==> src/rtl/core/lct_pkg.sv <==
// ----------------------------------------------------------------------------
// lct_pkg
// Shared types and constants for the LCD text cursor terminal.
// ----------------------------------------------------------------------------
package lct_pkg;

  // Cursor and payload widths
  localparam int ROW_W   = 3;
  localparam int COL_W   = 4;
  localparam int CHAR_W  = 8;
  localparam int BYTE_W  = 8;
  localparam int GCOL_W  = 3;
  localparam int STEP_W  = 4;

  // Depth of the job queue between front and back end
  localparam int JOB_QUEUE_DEPTH = 2;

  // Character codes
  localparam logic [CHAR_W-1:0] CHAR_BS    = 8'h7F;
  localparam logic [CHAR_W-1:0] CHAR_CR    = 8'h0D;
  localparam logic [CHAR_W-1:0] CHAR_LF    = 8'h0A;
  localparam logic [CHAR_W-1:0] CHAR_SPACE = 8'h20;

  // LCD address command prefixes
  localparam logic [BYTE_W-1:0] CMD_SET_X = 8'h80;
  localparam logic [BYTE_W-1:0] CMD_SET_Y = 8'h40;

  // Back-end step codes ahead of the data slots
  localparam logic [STEP_W-1:0] STEP_SET_X = 4'd0;
  localparam logic [STEP_W-1:0] STEP_SET_Y = 4'd1;
  localparam logic [STEP_W-1:0] STEP_DATA0 = 4'd2;

  // One draw job: glyph and the cell it goes to
  typedef struct packed {
    logic [CHAR_W-1:0] code;
    logic [ROW_W-1:0]  row;
    logic [COL_W-1:0]  col;
  } job_t;

endpackage

==> src/rtl/core/lcd_text_cursor_terminal.sv <==
// Path: a taken character passes the job queue and the back-end job register into the
//   output register. Throughput: one result beat per cycle while out_pop keeps up;
//   a drawn character or backspace yields set-X, set-Y, GLYPH_WIDTH data beats; a newline none.
// Reset (synchronous, rst_n low): flip mode set, cursor at the last row and column,
//   job queue and output register empty.
// ----------------------------------------------------------------------------
// lcd_text_cursor_terminal
// Character terminal front end: cursor tracking and LCD byte stream generation.
// ----------------------------------------------------------------------------
module lcd_text_cursor_terminal #(
  parameter int TEXT_ROWS   = 6,
  parameter int TEXT_COLS   = 14,
  parameter int GLYPH_WIDTH = 6
) (
  input  logic                       clk,
  input  logic                       rst_n,
  input  logic                       cfg_wr_en,
  input  logic                       cfg_wr_data,
  input  logic                       in_push,
  input  logic [lct_pkg::CHAR_W-1:0] in_character,
  output logic                       in_full,
  output logic                       out_empty,
  input  logic                       out_pop,
  output logic                       out_is_data,
  output logic [lct_pkg::BYTE_W-1:0] out_command_byte,
  output logic [lct_pkg::CHAR_W-1:0] out_glyph_code,
  output logic [lct_pkg::GCOL_W-1:0] out_glyph_column,
  output logic                       out_last
);
  import lct_pkg::*;

  logic job_push, job_full, job_pop, job_empty;
  job_t job_wr, job_rd;

  // Front end: classify and track cursor
  lct_front #(
    .TEXT_ROWS (TEXT_ROWS),
    .TEXT_COLS (TEXT_COLS)
  ) u_front (
    .clk          (clk),
    .rst_n        (rst_n),
    .cfg_wr_en    (cfg_wr_en),
    .cfg_wr_data  (cfg_wr_data),
    .in_push      (in_push),
    .in_character (in_character),
    .in_full      (in_full),
    .job_push     (job_push),
    .job_data     (job_wr),
    .job_full     (job_full)
  );

  // Decoupling queue
  lct_job_fifo #(
    .DEPTH (JOB_QUEUE_DEPTH)
  ) u_fifo (
    .clk     (clk),
    .rst_n   (rst_n),
    .wr_en   (job_push),
    .wr_data (job_wr),
    .full    (job_full),
    .rd_en   (job_pop),
    .rd_data (job_rd),
    .empty   (job_empty)
  );

  // Back end: byte stream expansion
  lct_back #(
    .GLYPH_WIDTH (GLYPH_WIDTH)
  ) u_back (
    .clk              (clk),
    .rst_n            (rst_n),
    .job_data         (job_rd),
    .job_empty        (job_empty),
    .job_pop          (job_pop),
    .out_empty        (out_empty),
    .out_pop          (out_pop),
    .out_is_data      (out_is_data),
    .out_command_byte (out_command_byte),
    .out_glyph_code   (out_glyph_code),
    .out_glyph_column (out_glyph_column),
    .out_last         (out_last)
  );

endmodule

==> src/rtl/core/lct_front.sv <==
// ----------------------------------------------------------------------------
// lct_front
// Accepts characters, keeps the text cursor and queues draw jobs.
// ----------------------------------------------------------------------------
module lct_front #(
  parameter int TEXT_ROWS = 6,
  parameter int TEXT_COLS = 14
) (
  input  logic                       clk,
  input  logic                       rst_n,
  input  logic                       cfg_wr_en,
  input  logic                       cfg_wr_data,
  input  logic                       in_push,
  input  logic [lct_pkg::CHAR_W-1:0] in_character,
  output logic                       in_full,
  output logic                       job_push,
  output lct_pkg::job_t              job_data,
  input  logic                       job_full
);
  import lct_pkg::*;

  localparam logic [ROW_W-1:0] ROW_LAST = ROW_W'(TEXT_ROWS - 1);
  localparam logic [COL_W-1:0] COL_LAST = COL_W'(TEXT_COLS - 1);

  logic             flip_r, flip_nxt;
  logic [ROW_W-1:0] row_r, row_nxt;
  logic [COL_W-1:0] col_r, col_nxt;

  logic                       accept;
  logic                       is_bs, is_nl;
  logic [ROW_W+COL_W-1:0]     pos_fwd, pos_back;

  // Cyclic row step, up or down
  function automatic logic [ROW_W-1:0] row_step(input logic [ROW_W-1:0] row,
                                                input logic up);
    logic [ROW_W-1:0] res;
    if (up) begin
      res = (row == ROW_LAST) ? '0 : row + ROW_W'(1);
    end else begin
      res = (row == '0) ? ROW_LAST : row - ROW_W'(1);
    end
    return res;
  endfunction

  // Column step with wrap into the next row; returns {row, col}
  function automatic logic [ROW_W+COL_W-1:0] col_step(input logic [ROW_W-1:0] row,
                                                      input logic [COL_W-1:0] col,
                                                      input logic up);
    logic [ROW_W-1:0] r;
    logic [COL_W-1:0] c;
    r = row;
    if (up) begin
      if (col == COL_LAST) begin
        c = '0;
        r = row_step(row, up);
      end else begin
        c = col + COL_W'(1);
      end
    end else begin
      if (col == '0) begin
        c = COL_LAST;
        r = row_step(row, up);
      end else begin
        c = col - COL_W'(1);
      end
    end
    return {r, c};
  endfunction

  // Classify the incoming beat
  assign in_full = job_full;
  assign accept  = in_push && !job_full;
  assign is_bs   = (in_character == CHAR_BS);
  assign is_nl   = (in_character == CHAR_CR) || (in_character == CHAR_LF);

  // Forward is "up" unless flipped; backspace runs the other way
  assign pos_fwd  = col_step(row_r, col_r, !flip_r);
  assign pos_back = col_step(row_r, col_r, flip_r);

  // Cursor update and job generation
  always_comb begin
    flip_nxt = flip_r;
    row_nxt  = row_r;
    col_nxt  = col_r;
    job_push = 1'b0;
    job_data = '{code: in_character, row: row_r, col: col_r};
    if (cfg_wr_en) begin
      flip_nxt = cfg_wr_data;
      row_nxt  = cfg_wr_data ? ROW_LAST : '0;
      col_nxt  = cfg_wr_data ? COL_LAST : '0;
    end else if (accept) begin
      if (is_bs) begin
        job_push = 1'b1;
        job_data = '{code: CHAR_SPACE, row: pos_back[COL_W +: ROW_W],
                     col: pos_back[COL_W-1:0]};
        row_nxt  = pos_back[COL_W +: ROW_W];
        col_nxt  = pos_back[COL_W-1:0];
      end else if (is_nl) begin
        row_nxt = row_step(row_r, !flip_r);
        col_nxt = flip_r ? COL_LAST : '0;
      end else begin
        job_push = 1'b1;
        row_nxt  = pos_fwd[COL_W +: ROW_W];
        col_nxt  = pos_fwd[COL_W-1:0];
      end
    end
  end

  // State registers; flipped at reset, cursor at the flipped home
  always_ff @(posedge clk) begin
    if (!rst_n) begin
      flip_r <= 1'b1;
      row_r  <= ROW_LAST;
      col_r  <= COL_LAST;
    end else begin
      flip_r <= flip_nxt;
      row_r  <= row_nxt;
      col_r  <= col_nxt;
    end
  end

endmodule

==> src/rtl/core/lct_job_fifo.sv <==
// ----------------------------------------------------------------------------
// lct_job_fifo
// Short register queue of draw jobs between front and back end.
// ----------------------------------------------------------------------------
module lct_job_fifo #(
  parameter int DEPTH = 2
) (
  input  logic          clk,
  input  logic          rst_n,
  input  logic          wr_en,
  input  lct_pkg::job_t wr_data,
  output logic          full,
  input  logic          rd_en,
  output lct_pkg::job_t rd_data,
  output logic          empty
);
  import lct_pkg::*;

  localparam int PTR_W = (DEPTH > 1) ? $clog2(DEPTH) : 1;
  localparam int CNT_W = $clog2(DEPTH + 1);

  job_t             mem_r [DEPTH];
  logic [PTR_W-1:0] wr_ptr_r, wr_ptr_nxt;
  logic [PTR_W-1:0] rd_ptr_r, rd_ptr_nxt;
  logic [CNT_W-1:0] cnt_r, cnt_nxt;
  logic             do_wr, do_rd;

  function automatic logic [PTR_W-1:0] ptr_inc(input logic [PTR_W-1:0] p);
    return (p == PTR_W'(DEPTH - 1)) ? '0 : p + PTR_W'(1);
  endfunction

  assign full    = (cnt_r == CNT_W'(DEPTH));
  assign empty   = (cnt_r == '0);
  assign do_wr   = wr_en && !full;
  assign do_rd   = rd_en && !empty;
  assign rd_data = mem_r[rd_ptr_r];

  // Pointer and fill count
  always_comb begin
    wr_ptr_nxt = do_wr ? ptr_inc(wr_ptr_r) : wr_ptr_r;
    rd_ptr_nxt = do_rd ? ptr_inc(rd_ptr_r) : rd_ptr_r;
    cnt_nxt    = cnt_r;
    if (do_wr && !do_rd) begin
      cnt_nxt = cnt_r + CNT_W'(1);
    end else if (do_rd && !do_wr) begin
      cnt_nxt = cnt_r - CNT_W'(1);
    end
  end

  always_ff @(posedge clk) begin
    if (!rst_n) begin
      wr_ptr_r <= '0;
      rd_ptr_r <= '0;
      cnt_r    <= '0;
    end else begin
      wr_ptr_r <= wr_ptr_nxt;
      rd_ptr_r <= rd_ptr_nxt;
      cnt_r    <= cnt_nxt;
    end
  end

  // Storage, no reset needed
  always_ff @(posedge clk) begin
    if (do_wr) begin
      mem_r[wr_ptr_r] <= wr_data;
    end
  end

endmodule

==> src/rtl/core/lct_back.sv <==
// ----------------------------------------------------------------------------
// lct_back
// Expands each draw job into address commands and font data slots.
// ----------------------------------------------------------------------------
module lct_back #(
  parameter int GLYPH_WIDTH = 6
) (
  input  logic                       clk,
  input  logic                       rst_n,
  input  lct_pkg::job_t              job_data,
  input  logic                       job_empty,
  output logic                       job_pop,
  output logic                       out_empty,
  input  logic                       out_pop,
  output logic                       out_is_data,
  output logic [lct_pkg::BYTE_W-1:0] out_command_byte,
  output logic [lct_pkg::CHAR_W-1:0] out_glyph_code,
  output logic [lct_pkg::GCOL_W-1:0] out_glyph_column,
  output logic                       out_last
);
  import lct_pkg::*;

  localparam logic [STEP_W-1:0] STEP_LAST = STEP_W'(GLYPH_WIDTH + 1);

  job_t              job_r, job_nxt;
  logic              job_valid_r, job_valid_nxt;
  logic [STEP_W-1:0] step_r, step_nxt;

  logic              out_valid_r, out_valid_nxt;
  logic              is_data_r, is_data_nxt;
  logic [BYTE_W-1:0] cmd_r, cmd_nxt;
  logic [CHAR_W-1:0] code_r, code_nxt;
  logic [GCOL_W-1:0] gcol_r, gcol_nxt;
  logic              last_r, last_nxt;

  logic emit, pop_ok, step_is_last, job_load;

  // Handshake bookkeeping
  assign pop_ok       = out_pop && out_valid_r;
  assign emit         = job_valid_r && (!out_valid_r || out_pop);
  assign step_is_last = (step_r == STEP_LAST);
  assign job_load     = !job_valid_r || (emit && step_is_last);
  assign job_pop      = job_load && !job_empty;

  // Job register and step counter
  always_comb begin
    job_nxt       = job_r;
    job_valid_nxt = job_valid_r;
    step_nxt      = step_r;
    if (job_load) begin
      job_nxt       = job_data;
      job_valid_nxt = !job_empty;
      step_nxt      = STEP_SET_X;
    end else if (emit) begin
      step_nxt = step_r + STEP_W'(1);
    end
  end

  // Result beat for the current step
  always_comb begin
    out_valid_nxt = out_valid_r;
    is_data_nxt   = is_data_r;
    cmd_nxt       = cmd_r;
    code_nxt      = code_r;
    gcol_nxt      = gcol_r;
    last_nxt      = last_r;
    if (emit) begin
      out_valid_nxt = 1'b1;
      last_nxt      = step_is_last;
      case (step_r)
        STEP_SET_X: begin
          is_data_nxt = 1'b0;
          cmd_nxt     = CMD_SET_X | BYTE_W'(job_r.col * GLYPH_WIDTH);
          code_nxt    = '0;
          gcol_nxt    = '0;
        end
        STEP_SET_Y: begin
          is_data_nxt = 1'b0;
          cmd_nxt     = CMD_SET_Y | BYTE_W'(job_r.row);
          code_nxt    = '0;
          gcol_nxt    = '0;
        end
        default: begin
          is_data_nxt = 1'b1;
          cmd_nxt     = '0;
          code_nxt    = job_r.code;
          gcol_nxt    = GCOL_W'(step_r - STEP_DATA0);
        end
      endcase
    end else if (pop_ok) begin
      out_valid_nxt = 1'b0;
    end
  end

  always_ff @(posedge clk) begin
    if (!rst_n) begin
      job_valid_r <= 1'b0;
      out_valid_r <= 1'b0;
      step_r      <= STEP_SET_X;
    end else begin
      job_valid_r <= job_valid_nxt;
      out_valid_r <= out_valid_nxt;
      step_r      <= step_nxt;
    end
  end

  // Payload registers
  always_ff @(posedge clk) begin
    job_r     <= job_nxt;
    is_data_r <= is_data_nxt;
    cmd_r     <= cmd_nxt;
    code_r    <= code_nxt;
    gcol_r    <= gcol_nxt;
    last_r    <= last_nxt;
  end

  assign out_empty        = !out_valid_r;
  assign out_is_data      = is_data_r;
  assign out_command_byte = cmd_r;
  assign out_glyph_code   = code_r;
  assign out_glyph_column = gcol_r;
  assign out_last         = last_r;

endmodule
==> config.mk <==
export PLATFORM = sky130hd
export DESIGN_NAME = lcd_text_cursor_terminal
export DESIGN_NICKNAME = d
export VERILOG_FILES = /design/src/rtl/core/lct_pkg.sv /design/src/rtl/core/lcd_text_cursor_terminal.sv /design/src/rtl/core/lct_front.sv /design/src/rtl/core/lct_job_fifo.sv /design/src/rtl/core/lct_back.sv
export SDC_FILE = /design/constraint.sdc
export NUM_CORES = 1
export LEC_CHECK = 0
export BUFFER_PORTS_ARGS = -buffer_cell sky130_fd_sc_hd__buf_4
export CAP_MARGIN = 20
export CORE_MARGIN = 10
export CORE_UTILIZATION = 40
export CTS_CLUSTER_SIZE = 20
export DETAILED_ROUTE_END_ITERATION = 7
export GPL_ROUTABILITY_DRIVEN = 0
export GPL_TIMING_DRIVEN = 0
export SETUP_SLACK_MARGIN = 0.02
export SYNTH_ARGS = -nofsm -noshare
export SYNTH_HDL_FRONTEND = slang
export SYNTH_SLANG_ARGS = --single-unit
==> constraint.sdc <==
create_clock -name clk -period 9 [get_ports clk]
set_clock_uncertainty 0.2 [all_clocks]
set_input_delay 1.8 -clock clk [delete_from_list [all_inputs] [get_ports clk]]
set_output_delay 1.8 -clock clk [all_outputs]
set_load 0.02 [all_outputs]
---- Yosys cells after proc, flatten, opt, wreduce, memory -nomap -nowiden ----
Memory sizes are Yosys's and may differ from the RTL's. A register that Yosys moved wholly into a read port is not among the register bits.
Cells that the tools add are included.
cells by class
  reductions and logical operators ........ 27
  mux-type cells .......................... 39
  add/sub/neg operators ................... 10
  equality and inequality tests ........... 8
  multiply operators ...................... 1
  bitwise operators ....................... 1
operator list
  cell                 number
  $mux 15              3
  $mux 4               10
  $mux 3               12
  $eq 8x4->1 const B   2
  $pmux 8 s2           1
  $mux 1               11
  $logic_and 1x1->1    9
  $add 4x1->4 const B  2
  $eq 8x7->1 const B   1
  $logic_not 4->1      2
  $logic_not 1->1      6
  $mul 4x2->6 const B  1
  $reduce_bool 2->1    3
  $eq 4x1->1 const B   1
  $eq 4x3->1 const B   1
  $eq 4x4->1 const B   1
  $mux 2               2
  $reduce_or 2->1      2
  $sub 4x1->4 const B  1
  $add 3x1->3 const B  1
  $eq 3x3->1 const B   1
  $logic_not 3->1      1
  $logic_or 1x1->1     3
  $sub 3x1->3 const B  1
  other kinds (7)      8
word-level totals
  input bits .............................. 14
  register bits ........................... 39
  logic and storage cells ................. 101
  memories ................................ 1
  memory bits (writable) .................. 30
memories
  name          depth  bits a word  rd ports  clocked after memory_dff  wr ports  RTL line            source
  u_fifo.mem_r  2      15           1         1                         1         lct_job_fifo.sv:22  job_t mem_r [DEPTH];

---- Depth between registers and ports, before layout ----
  word-level depth ........................ 11
  depth in mapped cells ................... 9
  mapped depth without buffers ............ 9

---- Hierarchy ----
Synthesis repeated with hierarchy kept, for this count alone.
second synthesis, totals
  cell total of the unflattened synthesis .. 359
  area total of the unflattened synthesis .. 4249.1 sq um
modules (own cells, without submodules)
  module        seq. area each (sq um)  cells an instance  times used  area each (sq um)
  lct_back      1201.2                  115                1           1689.1
  lct_job_fifo  1001.0                  72                 1           1316.3
  lct_front     160.2                   172                1           1243.7

---- Worst setup path after synthesis ----
No wires, ideal clock.
  path type ............................... input port to flip-flop
  start ................................... in out_pop
  end ..................................... reg u_fifo.cnt_r[1]
  arrival ................................. 3.833 ns
  buffers on the path ..................... 0
  library setup time ...................... 0.076 ns
  stages on the path ...................... 6
  setup slack ............................. 4.891 ns
  required time ........................... 8.724 ns
  cell sequence ........................... nor2b_1 > o21ai_1 > o21ai_0 > ha_1 > or3_1 > a21boi_0
on the way
  longest elaborated chain between the ends .. 9
  elaborated cells on any way between the ends .. 11
  classes of those cells .................. mux (1); reduce/logical (10)
RTL lines
  element                                             RTL line                        source
  start: declaration                                  lcd_text_cursor_terminal.sv:23  input logic out_pop,
  $logic_or 1x1->1 *                                  lct_back.sv:40                  assign emit = job_valid_r && (!out_valid_r || out_pop);
  $logic_and 1x1->1 *                                 lct_back.sv:40
  $logic_and 1x1->1 *                                 lct_back.sv:42                  assign job_load = !job_valid_r || (emit && step_is_last);
  $logic_or 1x1->1 *                                  lct_back.sv:42
  net u_back.job_load                                 lct_back.sv:36                  logic emit, pop_ok, step_is_last, job_load;
  $logic_and 1x1->1 *                                 lct_back.sv:43                  assign job_pop = job_load && !job_empty;
  $logic_and 1x1->1 *                                 lct_job_fifo.sv:35              assign do_rd = rd_en && !empty;
  $logic_not 1->1                                     lct_job_fifo.sv:43              if (do_wr && !do_rd) begin
  $logic_and 1x1->1                                   lct_job_fifo.sv:43
  $mux 2 / $reduce_bool 2->1 (equally long branches)  n/a
  end signal: assignment                              lct_job_fifo.sv:58              cnt_r <= cnt_nxt;
  end: declaration                                    lct_job_fifo.sv:25              logic [CNT_W-1:0] cnt_r, cnt_nxt;
The timed path passes the listed nets; every way through them passes the cells marked *.
A chain may end at the register's enable or synchronous reset.

---- Worst setup path after layout ----
  start ................................... in in_character[2] (netlist bit)
  end ..................................... reg u_fifo.cnt_r[1]
on the way
  longest elaborated chain between the ends .. 10
  elaborated cells on any way between the ends .. 14
  classes of those cells .................. eq/ne (3); mux (5); reduce/logical (6)
RTL lines
  element                             RTL line                        source
  start: declaration                  lcd_text_cursor_terminal.sv:20  input logic [lct_pkg::CHAR_W-1:0] in_character,
  $eq 8x4->1                          lct_front.sv:74                 assign is_nl = (in_character == CHAR_CR) || (in_character == CHAR_LF);
  $logic_or 1x1->1                    lct_front.sv:74
  $mux 1                              lct_front.sv:98                 end else if (is_nl) begin
  $mux 1 *                            lct_front.sv:92                 if (is_bs) begin
  $mux 1 *                            lct_front.sv:91                 end else if (accept) begin
  $mux 1 *                            lct_front.sv:87                 if (cfg_wr_en) begin
  $logic_and 1x1->1 *                 lct_job_fifo.sv:34              assign do_wr = wr_en && !full;
  net u_fifo.do_wr                    lct_job_fifo.sv:26              logic do_wr, do_rd;
  $logic_not 1->1                     lct_job_fifo.sv:45              end else if (do_rd && !do_wr) begin
  $logic_and 1x1->1                   lct_job_fifo.sv:45
  $reduce_bool 2->1 (no source line)  n/a
Marked as above.

==> summary.txt <==
Critical path
  – Critical Path RT: 9080 ps
  – Crit-path leading delay family: simple AND/OR/NAND/NOR gates
  – Crit path kind: in2reg
  – Worst-case reg-to-reg path depth: 6
  – Worst Path Arrival: 3750 ps
  – CP startpoint kind: input pin
  – Critical path, cell by cell: buf_4 -> or3b_4 -> a211o_4 -> nand2_1 -> inv_1 -> ha_1 -> or3_1 -> a21boi_0
  – Critical Path Stages: 8
  – Slowest cell on the critical path: or3b_4
  – CP Capture Type: register
  – Critical path buffers and inverters: 2
  – CP Max Fanout: 8
  – Slowest stage delay, CP: 410 ps

Floorplan
  – Vert. Die Dim: 121 µm
  – Die span in x: 121 µm
  – Core ar.: 0.00986 mm²
  – Starting Density: 41.5%
  – Die footprint: 0.0147 mm²
  – Num ports: 37
  – FP Rows: 36

Synth
  – Most frequent cell after synthesis: edfxtp_1
  – Post-synthesis instance area: 0.00409 mm²
  – Area contributors post-synth: edfxtp_1, dfxtp_1, mux2_2
  – EDFF count, synth: 66
  – Post-Syn Area per Cell: 11.5 µm²
  – Ys flop type: edfxtp_1
  – Synth top area share: 48.5%
  – Mapped Cells: 355
  – Ys async rst share: 0%
  – Post-synthesis sequential area ratio: 57.3%
  – Synth top cells by count: edfxtp_1, nor2_1, nand2_1
  – Warnings, synthesis: 0
  – Unique cell type count in the Yosys netlist: 58
  – Flops & latches, synth: 84
  – Synth area leader: edfxtp_1
  – Post-Syn Nets: 380

CTS
  – CTS Sinks: 84
  – Clock Pin Slew Worst Setup and Hold Paths: 90 ps
  – Inserted Clock Buffers: 9
  – Clk_lat worst skew: 350 ps
  – Post-CTS Resized: 0
  – Post-CTS setup buffers: 0
  – Clock Tree Root: clkbuf_8
  – Clock buffer depth: 2
  – Hold_buf cts: 0
  – TritonCTS clock tree: built
  – H-tree levels: 3

Cells and area
  – Multi-input combinational cell area: 0.00160 mm²
  – Fraction of layout cells with a size suffix above 1: 20.5%
  – Area Growth Syn to Fin: 16.5%
  – FILL cells: 902
  – Sequential standard cell area: 0.00234 mm²
  – Number of nets in the layout: 430
  – N_diodes: 0

Power
  – PwrDens: 244 mW/mm²
  – Peak supply drop: 0.116 mV
  – P_leak: 1.76 nW
  – Design Power: 1.16 mW

Min path
  – Worst hold path type: reg2reg
  – Hold path depth: 1

Drt
  – Initial drt markers: 185
  – ANT nets after route: 0
  – Via count: 2794
  – Pre-antenna DRT Iters: 4
  – DRC: 0
  – Vias/cell: 5.15
  – Drt total wl: 7850 µm
  – WL/cell: 14.4 µm

STA
  – Setup TNS: 0 ps
  – Least-Margin Pin Slew: 755 ps
  – Worst slew margin: 49.6%
  – Count of final hold-check violations: 0
  – Tmin final: 3680 ps
  – Highest Clock Rate: 0.272 GHz
  – Max-slew violation count: 0
  – Minimum hold slack: 289 ps
  – RSZ-0062 raised after global routing: false
  – Final setup violation count: 0
  – Tcrit/Tclk final: 40.8%

Global route
  – Global-route wire length before repair: 13100 µm
  – Initial antenna violation count: 0
  – Total GRT Usage: 10.8%
  – Vias in the first global route: 2709
  – Total grt overflow: 0
  – Largest net degree at the start of global routing: 21

Place
  – IO Port Bufs: 36
  – Detailed placement HPWL: 5720 µm

Run
  – Max_cap viols: 0

Status
  – Status: completed
## sequential cells by signal (all words and copies together) (netlist names)
register,flops
u_back.job_r,15
u_back.job_valid_r,1
u_back.out_command_byte,8
u_back.out_glyph_code,8
u_back.out_glyph_column,3
u_back.out_is_data,1
u_back.out_last,1
u_back.out_valid_r,1
u_back.step_r,4
u_fifo.cnt_r,2
u_fifo.mem_r,30
u_fifo.rd_ptr_r,1
u_fifo.wr_ptr_r,1
u_front.col_r,4
u_front.flip_r,1
u_front.row_r,3
## power breakdown
group	switching, mW	total (mW)	internal (mW)
clock network	0.143	0.275	0.133
registers	0.0264	0.550	0.523
logic	0.190	0.336	0.145
## layout by cell type (no fill, tap or decap), drive strengths merged, types with 2 or more instances in the layout
cell type / Yosys / layout
nand3b: 2 / 2
xor2: 5 / 5
xnor2: 7 / 7
a21o: 2 / 2
o21bai: 2 / 2
o21ai: 16 / 16
dfxtp: 18 / 18
o21a: 3 / 3
and2: 12 / 12
nand2: 21 / 21
o31a: 2 / 2
a21oi: 12 / 12
nor3: 7 / 7
ha: 10 / 10
inv: 16 / 20
mux2: 16 / 16
nor3b: 2 / 2
a221o: 3 / 3
or3: 4 / 4
o31ai: 3 / 3
nand2b: 6 / 6
a2111oi: 2 / 2
and3: 5 / 5
a31oi: 6 / 6
mux2i: 2 / 2
nor4: 3 / 3
a22oi: 2 / 2
o211ai: 3 / 3
clkbuf: 18 / 27
edfxtp: 66 / 66
nor2: 26 / 26
nor2b: 14 / 14
nand4: 3 / 3
a211oi: 7 / 7
buf: 5 / 44
o22ai: 2 / 2
nand3: 8 / 8
## per-stage QoR
| step | worst slack, ps | util [%] | cell area (µm²) | instances |
|---|---|---|---|---|
| 3_5_place_dp | 4950 | 46.2 | 4560 | 527 |
| 5_1_grt | 5180 | 48.3 | 4760 | 543 |
| 3_3_place_gp | 4420 | 45.9 | 4530 | 524 |
| 2_1_floorplan | 4890 | - | 4090 | 355 |
| 6_report | 5320 | 48.3 | 4760 | 543 |
| 4_1_cts | 5330 | 48.3 | 4760 | 543 |
## per-layer routing
metal / global-route usage, % / vias to the layer above / wire [µm]
met1: 12.5 / 1282 / 3340
met4: 4.22 / 0 / 128
met2: 18.3 / 93 / 3790
met5: 0 / - / 0
li1: - / 1405 / -
met3: 3.44 / 14 / 591
## logic make-up after synthesis
| logic type | Yosys count | synth area share (%) |
|---|---|---|
| fa+ha+maj | 11 | 3.55 |
| xor+xnor | 12 | 2.57 |
| buf+inv | 39 | 3.70 |
| simple gates | 117 | 15.2 |
| compound gates | 74 | 12.8 |
| mux | 18 | 4.89 |
| flops | 84 | 57.3 |
## path summary, 6_finish.rpt
check                                  startpoint                               to  slack, ps
setup reg to reg     u_fifo.cnt_r[0]$_SDFFE_PN0P_    u_fifo.mem_r[0][14]$_DFFE_PP_       6400
hold / removal    u_back.job_valid_r$_SDFFE_PN0P_  u_back.out_valid_r$_SDFFE_PN0P_        290
setup / recovery                  in_character[2]     u_fifo.cnt_r[1]$_SDFFE_PN0P_       5320
hold reg to reg   u_back.job_valid_r$_SDFFE_PN0P_  u_back.out_valid_r$_SDFFE_PN0P_        290
## layout make-up
type | instances | area share [%]
buffer | 23 | 1.92
clock inverter | 7 | 1.68
clock buffer | 9 | 2.60
sequential | 84 | 49.2
inverter | 16 | 1.26
timing repair buffer | 39 | 6.38
multi-input combinational | 232 | 33.5
tap | 133 | 3.49
(Power assumes the default switching activity.)
